[config.mk]
export PLATFORM = sky130hd
export DESIGN_NAME = arp_static_next_hop_resolver_core
export DESIGN_NICKNAME = d
export VERILOG_FILES = /design/src/sv/anhr_pkg.sv /design/src/sv/anhr_ram.sv /design/src/sv/anhr_classify.sv /design/src/sv/anhr_ctrl.sv /design/src/sv/arp_static_next_hop_resolver_core.sv
export VERILOG_INCLUDE_DIRS = /design/src /design/src/sv
export SDC_FILE = /design/constraint.sdc
export NUM_CORES = 2
export LEC_CHECK = 0
export ABC_CLOCK_PERIOD_IN_PS = 11820
export BUFFER_PORTS_ARGS = -buffer_cell sky130_fd_sc_hd__buf_2
export CELL_PAD_IN_SITES_DETAIL_PLACEMENT = 0
export CELL_PAD_IN_SITES_GLOBAL_PLACEMENT = 1
export CORE_MARGIN = 2
export CORE_UTILIZATION = 35
export CTS_BUF_LIST = sky130_fd_sc_hd__clkbuf_4 sky130_fd_sc_hd__clkbuf_8
export CTS_CLUSTER_DIAMETER = 120
export CTS_CLUSTER_SIZE = 25
export DETAILED_ROUTE_END_ITERATION = 8
export PLACE_DENSITY_LB_ADDON = 0.1
export SETUP_SLACK_MARGIN = 0.5
export SYNTH_ARGS = -nofsm -noshare
export SYNTH_HDL_FRONTEND = slang
export SYNTH_SLANG_ARGS = --single-unit
[constraint.sdc]
create_clock -name clk -period 11.82 [get_ports clk]
set_input_delay 0.591 -clock clk [delete_from_list [all_inputs] [get_ports clk]]
set_output_delay 0.591 -clock clk [all_outputs]
set_load 0.05 [all_outputs]
[src/sv/arp_static_next_hop_resolver_core_assert.svh]
// ----------------------------------------------------------------------------
// Assertion macros for the static next-hop resolver
// Each macro expands to a labeled concurrent assertion, or to nothing when
// assertions are switched off for a build.
// ----------------------------------------------------------------------------
`ifndef ARP_STATIC_NEXT_HOP_RESOLVER_CORE_ASSERT_SVH
`define ARP_STATIC_NEXT_HOP_RESOLVER_CORE_ASSERT_SVH

`ifndef NO_ASSERTIONS
// Same-cycle implication, checked out of reset.
`define ANHR_ASSERT_IMP(lbl, clk, rstn, ante, cons) \
  lbl: assert property (@(posedge clk) disable iff (!rstn) (ante) |-> (cons)) \
    else $error("anhr assertion failed");
// Next-cycle implication, checked out of reset.
`define ANHR_ASSERT_NXT(lbl, clk, rstn, ante, cons) \
  lbl: assert property (@(posedge clk) disable iff (!rstn) (ante) |=> (cons)) \
    else $error("anhr assertion failed");
`else
`define ANHR_ASSERT_IMP(lbl, clk, rstn, ante, cons)
`define ANHR_ASSERT_NXT(lbl, clk, rstn, ante, cons)
`endif

`endif

[src/sv/anhr_pkg.sv]
// ----------------------------------------------------------------------------
// anhr_pkg
// Shared types and constants of the static next-hop resolver.
// ----------------------------------------------------------------------------
`timescale 1ns / 1ps

package anhr_pkg;

  localparam int unsigned TABLE_SLOTS_DEF = 16;

  // Configuration register indexes.
  localparam logic [1:0] CFG_LOCAL_IP    = 2'd0;
  localparam logic [1:0] CFG_SUBNET_MASK = 2'd1;
  localparam logic [1:0] CFG_GATEWAY_IP  = 2'd2;

  // Result status codes.
  localparam logic [2:0] STS_OK      = 3'd0;
  localparam logic [2:0] STS_BAD     = 3'd1;
  localparam logic [2:0] STS_DUP     = 3'd2;
  localparam logic [2:0] STS_FULL    = 3'd3;
  localparam logic [2:0] STS_NOROUTE = 3'd4;

  // Request kinds.
  localparam logic MODE_ADD     = 1'b0;
  localparam logic MODE_RESOLVE = 1'b1;

  // Outcome of classifying one request.
  typedef struct packed {
    logic        is_add;
    logic        need_scan;   // table lookup required
    logic [2:0]  status;      // immediate status when no lookup
    logic [47:0] dmac;        // immediate MAC when no lookup
    logic        via;         // gateway replaced the destination
    logic [31:0] target;      // address to look up or store
    logic [47:0] mac;         // MAC to store on add
  } cls_t;

  typedef struct packed {
    logic [2:0]  status;
    logic [47:0] dest_mac;
    logic [3:0]  slot_index;
    logic        via_gateway;
  } res_t;

endpackage

[src/sv/anhr_ram.sv]
// ----------------------------------------------------------------------------
// anhr_ram
// Generic single-write, single-read RAM with a registered read port.
// ----------------------------------------------------------------------------
`timescale 1ns / 1ps

module anhr_ram #(
  parameter int unsigned WIDTH = 32,
  parameter int unsigned DEPTH = 16,
  parameter int unsigned AW    = (DEPTH > 1) ? $clog2(DEPTH) : 1
) (
  input  logic             clk,
  input  logic             we,
  input  logic [AW-1:0]    waddr,
  input  logic [WIDTH-1:0] wdata,
  input  logic             re,
  input  logic [AW-1:0]    raddr,
  output logic [WIDTH-1:0] rdata
);

  logic [WIDTH-1:0] mem [DEPTH];

  always_ff @(posedge clk) begin
    if (we) begin
      mem[waddr] <= wdata;
    end
    if (re) begin
      rdata <= mem[raddr];
    end
  end

endmodule

[src/sv/anhr_classify.sv]
// ----------------------------------------------------------------------------
// anhr_classify
// Sorts an accepted request into an immediate answer or a table lookup.
// ----------------------------------------------------------------------------
`timescale 1ns / 1ps

module anhr_classify (
  input  logic          clk,
  input  logic          load_i,
  input  logic          mode_i,
  input  logic [31:0]   ip_i,
  input  logic [47:0]   mac_i,
  input  logic [31:0]   local_ip_i,
  input  logic [31:0]   mask_i,
  input  logic [31:0]   gateway_i,
  output anhr_pkg::cls_t cls_o
);
  import anhr_pkg::*;

  cls_t cls_nxt;
  logic same_sub;
  logic bcast;
  logic mcast;
  logic link_local;

  always_comb begin
    same_sub   = (ip_i & mask_i) == (local_ip_i & mask_i);
    mcast      = ip_i[31:28] == 4'hE;
    link_local = ip_i[31:16] == 16'hA9FE;
    // All ones and zero are always broadcast; otherwise only a subnet address
    // with every host bit set that is not our own address.
    bcast = (ip_i == 32'hFFFF_FFFF) || (ip_i == 32'h0) ||
            ((ip_i != local_ip_i) && same_sub && ((ip_i | mask_i) == 32'hFFFF_FFFF));

    cls_nxt.is_add    = (mode_i == MODE_ADD);
    cls_nxt.need_scan = 1'b0;
    cls_nxt.status    = STS_OK;
    cls_nxt.dmac      = 48'h0;
    cls_nxt.via       = 1'b0;
    cls_nxt.target    = ip_i;
    cls_nxt.mac       = mac_i;

    if (mode_i == MODE_ADD) begin
      if (bcast || mcast) begin
        cls_nxt.status = STS_BAD;
      end else begin
        cls_nxt.need_scan = 1'b1;
      end
    end else begin
      priority if (bcast) begin
        cls_nxt.dmac = 48'hFFFF_FFFF_FFFF;
      end else if (mcast) begin
        cls_nxt.dmac = {24'h01005E, 1'b0, ip_i[22:0]};
      end else if (!same_sub && !link_local) begin
        if (gateway_i != 32'h0) begin
          cls_nxt.need_scan = 1'b1;
          cls_nxt.target    = gateway_i;
          cls_nxt.via       = 1'b1;
        end else begin
          cls_nxt.status = STS_NOROUTE;
        end
      end else begin
        cls_nxt.need_scan = 1'b1;
      end
    end
  end

  always_ff @(posedge clk) begin
    if (load_i) begin
      cls_o <= cls_nxt;
    end
  end

endmodule

[src/sv/anhr_ctrl.sv]
// ----------------------------------------------------------------------------
// anhr_ctrl
// Sequencer that scans the slot memories, adds entries and builds results.
// ----------------------------------------------------------------------------
`timescale 1ns / 1ps

`include "arp_static_next_hop_resolver_core_assert.svh"

module anhr_ctrl #(
  parameter int unsigned TABLE_SLOTS = anhr_pkg::TABLE_SLOTS_DEF
) (
  input  logic           clk,
  input  logic           rst_n,
  input  logic           start_i,
  input  anhr_pkg::cls_t cls_i,
  output logic           idle_o,
  output logic           res_valid_o,
  input  logic           res_ready_i,
  output anhr_pkg::res_t res_o
);
  import anhr_pkg::*;

  localparam int unsigned IW = (TABLE_SLOTS > 1) ? $clog2(TABLE_SLOTS) : 1;
  localparam int unsigned CW = $clog2(TABLE_SLOTS + 1);
  localparam logic [IW-1:0] LAST_IDX = IW'(TABLE_SLOTS - 1);
  localparam logic [CW-1:0] SCAN_END = CW'(TABLE_SLOTS);

  typedef enum logic [3:0] {
    S_IDLE  = 4'b0001,
    S_CLASS = 4'b0010,
    S_SCAN  = 4'b0100,
    S_DONE  = 4'b1000
  } state_t;

  state_t                 state_r, state_nxt;
  logic [CW-1:0]          scan_cnt_r, scan_cnt_nxt;
  logic                   chk_vld_r, chk_vld_nxt;
  logic [IW-1:0]          chk_idx_r, chk_idx_nxt;
  logic                   empty_fnd_r, empty_fnd_nxt;
  logic [IW-1:0]          empty_idx_r, empty_idx_nxt;
  logic [TABLE_SLOTS-1:0] valid_r, valid_nxt;
  res_t                   res_r, res_nxt;

  logic          rd_en;
  logic [IW-1:0] rd_addr;
  logic          wr_en;
  logic [IW-1:0] wr_idx;
  logic [31:0]   rd_ip;
  logic [47:0]   rd_mac;
  logic          hit;
  logic          cur_empty;

  anhr_ram #(.WIDTH(32), .DEPTH(TABLE_SLOTS), .AW(IW)) u_ip_ram (
    .clk   (clk),
    .we    (wr_en),
    .waddr (wr_idx),
    .wdata (cls_i.target),
    .re    (rd_en),
    .raddr (rd_addr),
    .rdata (rd_ip)
  );

  anhr_ram #(.WIDTH(48), .DEPTH(TABLE_SLOTS), .AW(IW)) u_mac_ram (
    .clk   (clk),
    .we    (wr_en),
    .waddr (wr_idx),
    .wdata (cls_i.mac),
    .re    (rd_en),
    .raddr (rd_addr),
    .rdata (rd_mac)
  );

  // Reads are issued one slot per cycle; the compare stage sees the data of
  // the slot issued in the previous cycle.
  always_comb begin
    state_nxt     = state_r;
    scan_cnt_nxt  = scan_cnt_r;
    chk_vld_nxt   = chk_vld_r;
    chk_idx_nxt   = chk_idx_r;
    empty_fnd_nxt = empty_fnd_r;
    empty_idx_nxt = empty_idx_r;
    valid_nxt     = valid_r;
    res_nxt       = res_r;
    rd_en         = 1'b0;
    rd_addr       = scan_cnt_r[IW-1:0];
    wr_en         = 1'b0;
    wr_idx        = empty_fnd_r ? empty_idx_r : chk_idx_r;
    hit           = chk_vld_r && valid_r[chk_idx_r] && (rd_ip == cls_i.target);
    cur_empty     = chk_vld_r && !valid_r[chk_idx_r];

    unique case (state_r)
      S_IDLE: begin
        if (start_i) begin
          state_nxt = S_CLASS;
        end
      end
      S_CLASS: begin
        scan_cnt_nxt  = '0;
        chk_vld_nxt   = 1'b0;
        empty_fnd_nxt = 1'b0;
        if (cls_i.need_scan) begin
          state_nxt = S_SCAN;
        end else begin
          res_nxt.status      = cls_i.status;
          res_nxt.dest_mac    = cls_i.dmac;
          res_nxt.slot_index  = 4'h0;
          res_nxt.via_gateway = cls_i.via;
          state_nxt           = S_DONE;
        end
      end
      S_SCAN: begin
        if (scan_cnt_r != SCAN_END) begin
          rd_en        = 1'b1;
          scan_cnt_nxt = scan_cnt_r + 1'b1;
          chk_vld_nxt  = 1'b1;
          chk_idx_nxt  = scan_cnt_r[IW-1:0];
        end else begin
          chk_vld_nxt = 1'b0;
        end
        if (cur_empty && !empty_fnd_r) begin
          empty_fnd_nxt = 1'b1;
          empty_idx_nxt = chk_idx_r;
        end
        res_nxt.via_gateway = cls_i.via;
        res_nxt.dest_mac    = 48'h0;
        res_nxt.slot_index  = 4'h0;
        if (hit) begin
          chk_vld_nxt        = 1'b0;
          res_nxt.slot_index = 4'(chk_idx_r);
          if (cls_i.is_add) begin
            res_nxt.status = STS_DUP;
          end else begin
            res_nxt.status   = STS_OK;
            res_nxt.dest_mac = rd_mac;
          end
          state_nxt = S_DONE;
        end else if (chk_vld_r && (chk_idx_r == LAST_IDX)) begin
          chk_vld_nxt = 1'b0;
          if (!cls_i.is_add) begin
            res_nxt.status = STS_NOROUTE;
          end else if (empty_fnd_r || cur_empty) begin
            wr_en              = 1'b1;
            valid_nxt[wr_idx]  = 1'b1;
            res_nxt.status     = STS_OK;
            res_nxt.slot_index = 4'(wr_idx);
          end else begin
            res_nxt.status = STS_FULL;
          end
          state_nxt = S_DONE;
        end
      end
      S_DONE: begin
        if (res_ready_i) begin
          state_nxt = S_IDLE;
        end
      end
      default: begin
        state_nxt = S_IDLE;
      end
    endcase
  end

  always_ff @(posedge clk) begin
    if (!rst_n) begin
      state_r     <= S_IDLE;
      scan_cnt_r  <= '0;
      chk_vld_r   <= 1'b0;
      empty_fnd_r <= 1'b0;
      valid_r     <= '0;
    end else begin
      state_r     <= state_nxt;
      scan_cnt_r  <= scan_cnt_nxt;
      chk_vld_r   <= chk_vld_nxt;
      empty_fnd_r <= empty_fnd_nxt;
      valid_r     <= valid_nxt;
    end
  end

  always_ff @(posedge clk) begin
    chk_idx_r   <= chk_idx_nxt;
    empty_idx_r <= empty_idx_nxt;
    res_r       <= res_nxt;
  end

  assign idle_o      = (state_r == S_IDLE);
  assign res_valid_o = (state_r == S_DONE);
  assign res_o       = res_r;

  `ANHR_ASSERT_IMP(a_write_free_slot, clk, rst_n, wr_en, !valid_r[wr_idx])
  `ANHR_ASSERT_NXT(a_fill_grows, clk, rst_n, wr_en, $countones(valid_r) == $past($countones(valid_r)) + 1)
  `ANHR_ASSERT_IMP(a_full_means_full, clk, rst_n, res_valid_o && (res_r.status == STS_FULL), &valid_r)
  `ANHR_ASSERT_IMP(a_check_in_scan, clk, rst_n, chk_vld_r, state_r == S_SCAN)

endmodule

[src/sv/arp_static_next_hop_resolver_core.sv]
// ----------------------------------------------------------------------------
// arp_static_next_hop_resolver_core
// Static IPv4-to-MAC table with add and resolve requests for one interface.
// ----------------------------------------------------------------------------
// Requests are handled one at a time. Broadcast, multicast, rejected and
// unroutable requests are answered without a table lookup and pass from the
// classify register through the result register into the output register.
// Requests that need the table scan the slot memories one slot per cycle
// through their single read port, and the scan stops early when a match is
// found. The next request can be taken from the cycle after a result moves
// into the output register. The next request is taken while a finished
// result still waits in the output register.
// ----------------------------------------------------------------------------
`timescale 1ns / 1ps

module arp_static_next_hop_resolver_core #(
  parameter int unsigned TABLE_SLOTS = anhr_pkg::TABLE_SLOTS_DEF
) (
  input  logic        clk,
  input  logic        rst_n,
  // Configuration writes.
  input  logic        cfg_valid,
  output logic        cfg_ready,
  input  logic [1:0]  cfg_index,
  input  logic [31:0] cfg_data,
  // Request stream.
  input  logic        in_tvalid,
  output logic        in_tready,
  input  logic [79:0] in_tdata,   // [31:0] ip_address, [79:32] mac_address
  input  logic        in_tuser,   // [0] mode
  // Result stream.
  output logic        out_tvalid,
  input  logic        out_tready,
  output logic [55:0] out_tdata   // [2:0] status, [50:3] dest_mac,
                                  // [54:51] slot_index, [55] via_gateway
);
  import anhr_pkg::*;

  logic [31:0] local_ip_r;
  logic [31:0] subnet_mask_r;
  logic [31:0] gateway_ip_r;
  logic        out_valid_r, out_valid_nxt;
  res_t        out_res_r;

  cls_t cls;
  res_t res;
  logic idle;
  logic res_valid;
  logic res_ready;
  logic in_xfer;
  logic out_load;

  assign cfg_ready = 1'b1;
  assign in_tready = idle;
  assign in_xfer   = in_tvalid && in_tready;

  always_ff @(posedge clk) begin
    if (!rst_n) begin
      local_ip_r    <= 32'h0;
      subnet_mask_r <= 32'h0;
      gateway_ip_r  <= 32'h0;
    end else if (cfg_valid && cfg_ready) begin
      unique case (cfg_index)
        CFG_LOCAL_IP:    local_ip_r    <= cfg_data;
        CFG_SUBNET_MASK: subnet_mask_r <= cfg_data;
        CFG_GATEWAY_IP:  gateway_ip_r  <= cfg_data;
        default: begin
        end
      endcase
    end
  end

  anhr_classify u_classify (
    .clk        (clk),
    .load_i     (in_xfer),
    .mode_i     (in_tuser),
    .ip_i       (in_tdata[31:0]),
    .mac_i      (in_tdata[79:32]),
    .local_ip_i (local_ip_r),
    .mask_i     (subnet_mask_r),
    .gateway_i  (gateway_ip_r),
    .cls_o      (cls)
  );

  anhr_ctrl #(.TABLE_SLOTS(TABLE_SLOTS)) u_ctrl (
    .clk         (clk),
    .rst_n       (rst_n),
    .start_i     (in_xfer),
    .cls_i       (cls),
    .idle_o      (idle),
    .res_valid_o (res_valid),
    .res_ready_i (res_ready),
    .res_o       (res)
  );

  // Output register: filled when empty or emptied in the same cycle.
  assign res_ready = !out_valid_r || out_tready;
  assign out_load  = res_valid && res_ready;

  always_comb begin
    if (out_load) begin
      out_valid_nxt = 1'b1;
    end else if (out_tready) begin
      out_valid_nxt = 1'b0;
    end else begin
      out_valid_nxt = out_valid_r;
    end
  end

  always_ff @(posedge clk) begin
    if (!rst_n) begin
      out_valid_r <= 1'b0;
    end else begin
      out_valid_r <= out_valid_nxt;
    end
  end

  always_ff @(posedge clk) begin
    if (out_load) begin
      out_res_r <= res;
    end
  end

  assign out_tvalid = out_valid_r;
  assign out_tdata  = {out_res_r.via_gateway, out_res_r.slot_index,
                       out_res_r.dest_mac, out_res_r.status};

endmodule

==> results.txt <==
Clock-pin slew on the worst setup and hold paths -> 0.15 ns
Post-synthesis sequential area ratio -> 77.9%
DR vias -> 30,900
Synth top area share -> 74.0%
Syn nets -> 3,170
Mapped Area -> 64,500 um2
Layout cell share with drive strength beyond 1 -> 24.8%
Hold slack -> 0.134 ns
All-Layer GR Usage -> 18.7%
Fin crit period -> 4.82 ns
CORE AREA -> 183,000 um2
Num CTS Buffers -> 79
WL/cell -> 30.1 um
Die area -> 188,000 um2
Pre-antenna DRT Iters -> 5
Fill count -> 16,513
Nets -> 3,426
CP Cell Sequence -> mux4_1, mux2i_1, mux2_4, nor4_4, or3_1, nor2_4, buf_4, buf_4
Residual DRC count -> 0
DP HPWL -> 103 mm
Layout area overhead -> 9.61%
Global route total overflow -> 0
Iter 0 DRT Violations -> 2,899
Finished Core Util -> 38.6%
WP depth -> 8
Unrepaired setup endpoints after global routing -> false
Largest fanout on the critical path -> 37
PD cells -> 136 nW/um2
GPL Wtd Cong -> 0.868
Largest net degree at the start of global routing -> 97
Most area-consuming cells after synthesis -> edfxtp_1 (74%), mux4_2 (14%), dfxtp_1 (3.8%), nand2_1 (1.4%), a21oi_1 (1.0%)
Syn Inst Count -> 3,048
WP data arrival -> 5.30 ns
Starting density of the core -> 35.2%
Die width -> 433 um
P_leak -> 0.0211 uW
Cell variety after synth -> 62
CP bufs+invs -> 2
Asr flop ratio synth -> 0%
Setup CP Type -> reg2reg
# setup viols final -> 0
Crit path top cell by count -> buf_4
Number of synthesized flops with an enable pin -> 1,590
Hold Path Cell Cnt -> 2
Max-cap viol count -> 0
DR vias/cell -> 5.33
Yosys top cell by area -> edfxtp_1
Clock tree from TritonCTS -> yes
Number of routed nets with antenna violations -> 0
Vias in the first global route -> 32,249
Synth warn -> 0
CTS Sinks -> 1,714
Number of buffers added on ports -> 177
Post-Route WL -> 175 mm
Die H -> 433 um
Number of top-level pins -> 179
Row count -> 157
Top FF cell, synth -> edfxtp_1
CP Launch Type -> register
CP required -> 12.29 ns
Tcrit/Tclk final -> 40.8%
CTS root buffer -> clkbuf_8
Worst path top cell family by delay -> simple AND/OR/NAND/NOR gates
First-pass GRT wire length -> 249 mm
Synthesis-stage register bit count -> 1,714
Worst slew pin tran -> 1.23 ns
Setup Total Neg Slack -> 0 ns
Post-CTS Setup Inserts -> 0
Clk buf depth -> 3
Slew HR -> 17.7%
Max Clock Freq -> 0.207 GHz
Reg2reg path depth -> 8
Outcome -> finished clean
Slowest CP cell -> buf_4
Clk Latency, worst-skew pair -> 0.87 ns
Hold crit path type -> in2reg
Max stage delay on crit path -> 0.73 ns
Initial antenna violation count -> 5
Clock Skew -> 0.0503 ns
H-tree Lvls -> 3
Final Power -> 9620 uW
Final slew viol count -> 0
Max IR drop VDD -> 0.0902 mV
Avg Cell Area, Syn -> 21.2 um2
Hold Fails Final Rpt -> 0
CP Capture Type -> register
## registers in the layout (all words and copies together), names as in the netlist, 5 cells and up
| signal | flops |
|---|---|
| u_ctrl.u_mac_ram.mem | 768 |
| u_ctrl.u_ip_ram.mem | 512 |
| u_classify.cls_o | 110 |
| out_tdata | 56 |
| u_ctrl.res_o | 56 |
| u_ctrl.u_mac_ram.rdata | 48 |
| gateway_ip_r | 32 |
| local_ip_r | 32 |
| subnet_mask_r | 32 |
| u_ctrl.u_ip_ram.rdata | 32 |
| u_ctrl.valid_r | 16 |
| u_ctrl.scan_cnt_r | 5 |
## stage by stage
step | setup WS (ns) | std cells | instance area (um2)
detailed placement | 6.94 | 5606 | 68500
global placement | 6.98 | 5606 | 68500
floorplan | 5.72 | 3048 | 64500
global route | 6.72 | 5798 | 70700
finish | 7.00 | 5798 | 70700
CTS | 6.84 | 5796 | 70700
## placed cells by master, fill, tap and decap left out, drive strengths merged, types with 44 or more instances in the layout
master / n
mux4: 404
buf: 247
xor2: 66
dfxtp: 124
a21oi: 129
clkbuf: 103
dlygate4sd3: 81
edfxtp: 1590
nand2: 249
nor2: 44
## repair_timing
action	4_1_cts	5_1_grt
gates resized for setup	0	0
hold buffers	81	0
endpoints found under the hold margin	145	0
## report_power, final
group / leakage (uW) / switching [uW] / internal [uW] / total (uW)
sequential: 0.0154 / 133 / 6730 / 6860
clock: 0.000710 / 1750 / 719 / 2470
combinational: 0.00499 / 194 / 99.3 / 293
## Yosys cell counts (all sizes together) (3+ instances only)
| cell type | instances |
|---|---|
| inv | 12 |
| nand4 | 20 |
| a31oi | 4 |
| xor2 | 66 |
| nand2 | 249 |
| mux4 | 404 |
| nor2 | 44 |
| a21oi | 129 |
| dfxtp | 124 |
| nor3 | 10 |
| mux2 | 31 |
| o31ai | 18 |
| a21o | 25 |
| nor4 | 41 |
| o21ai | 3 |
| or3 | 5 |
| nand3b | 5 |
| and3 | 3 |
| nand3 | 12 |
| edfxtp | 1590 |
| nor4b | 4 |
| a22o | 28 |
| nor2b | 3 |
| mux2i | 3 |
| o22ai | 14 |
| clkbuf | 111 |
| a22oi | 16 |
| buf | 42 |
## cell families (layout without fill, tap and decap cells)
group                    count (synthesis)  after routing  synth area share [%]
XOR/XNOR                                67             67                 0.910
multiplexers                           438            438                  14.7
other                                    1              3               0.00582
flip-flops                            1714           1714                  77.9
adder cells (fa/ha/maj)                  2              2                0.0388
AO/OA/AOI/OAI                          248            248                  2.42
buffers and inverters                  166            450                  1.09
AND/OR/NAND/NOR                        412            412                  2.92
## routing by layer
metal | track usage [%] | vias to the layer above | share of wire, %
met5 | 0 | - | 0
li1 | - | 12919 | -
met2 | 31.5 | 735 | 50
met3 | 2.24 | 141 | 3.9
met1 | 26.4 | 17105 | 45
met4 | 3.08 | 0 | 1.5
## worst paths after layout
check / from / end / slack (ns)
setup reg to reg: u_ctrl.chk_idx_r[0] / u_ctrl.u_mac_ram.mem[14][0] / 7.00
hold / removal: in_tuser / u_classify.cls_o[129] / 0.13
setup / recovery: u_ctrl.chk_idx_r[0] / u_ctrl.u_mac_ram.mem[14][0] / 7.00
hold reg to reg: u_ctrl.res_o[7] / out_tdata[5] / 0.40
## layout make-up
cell class	count	area, um2	share of cell area [%]
inverters	13	48.8	0.0690
multi-input cells	1168	13700	19.4
clock buffers	103	1290	1.82
repair buffers	328	2230	3.16
well taps	2464	3080	4.36
clock inverters	6	65.1	0.0921
flip-flops and latches	1714	50200	71.1
diodes	2	5.00	0.00708
Power figures use the tool's default switching activity.
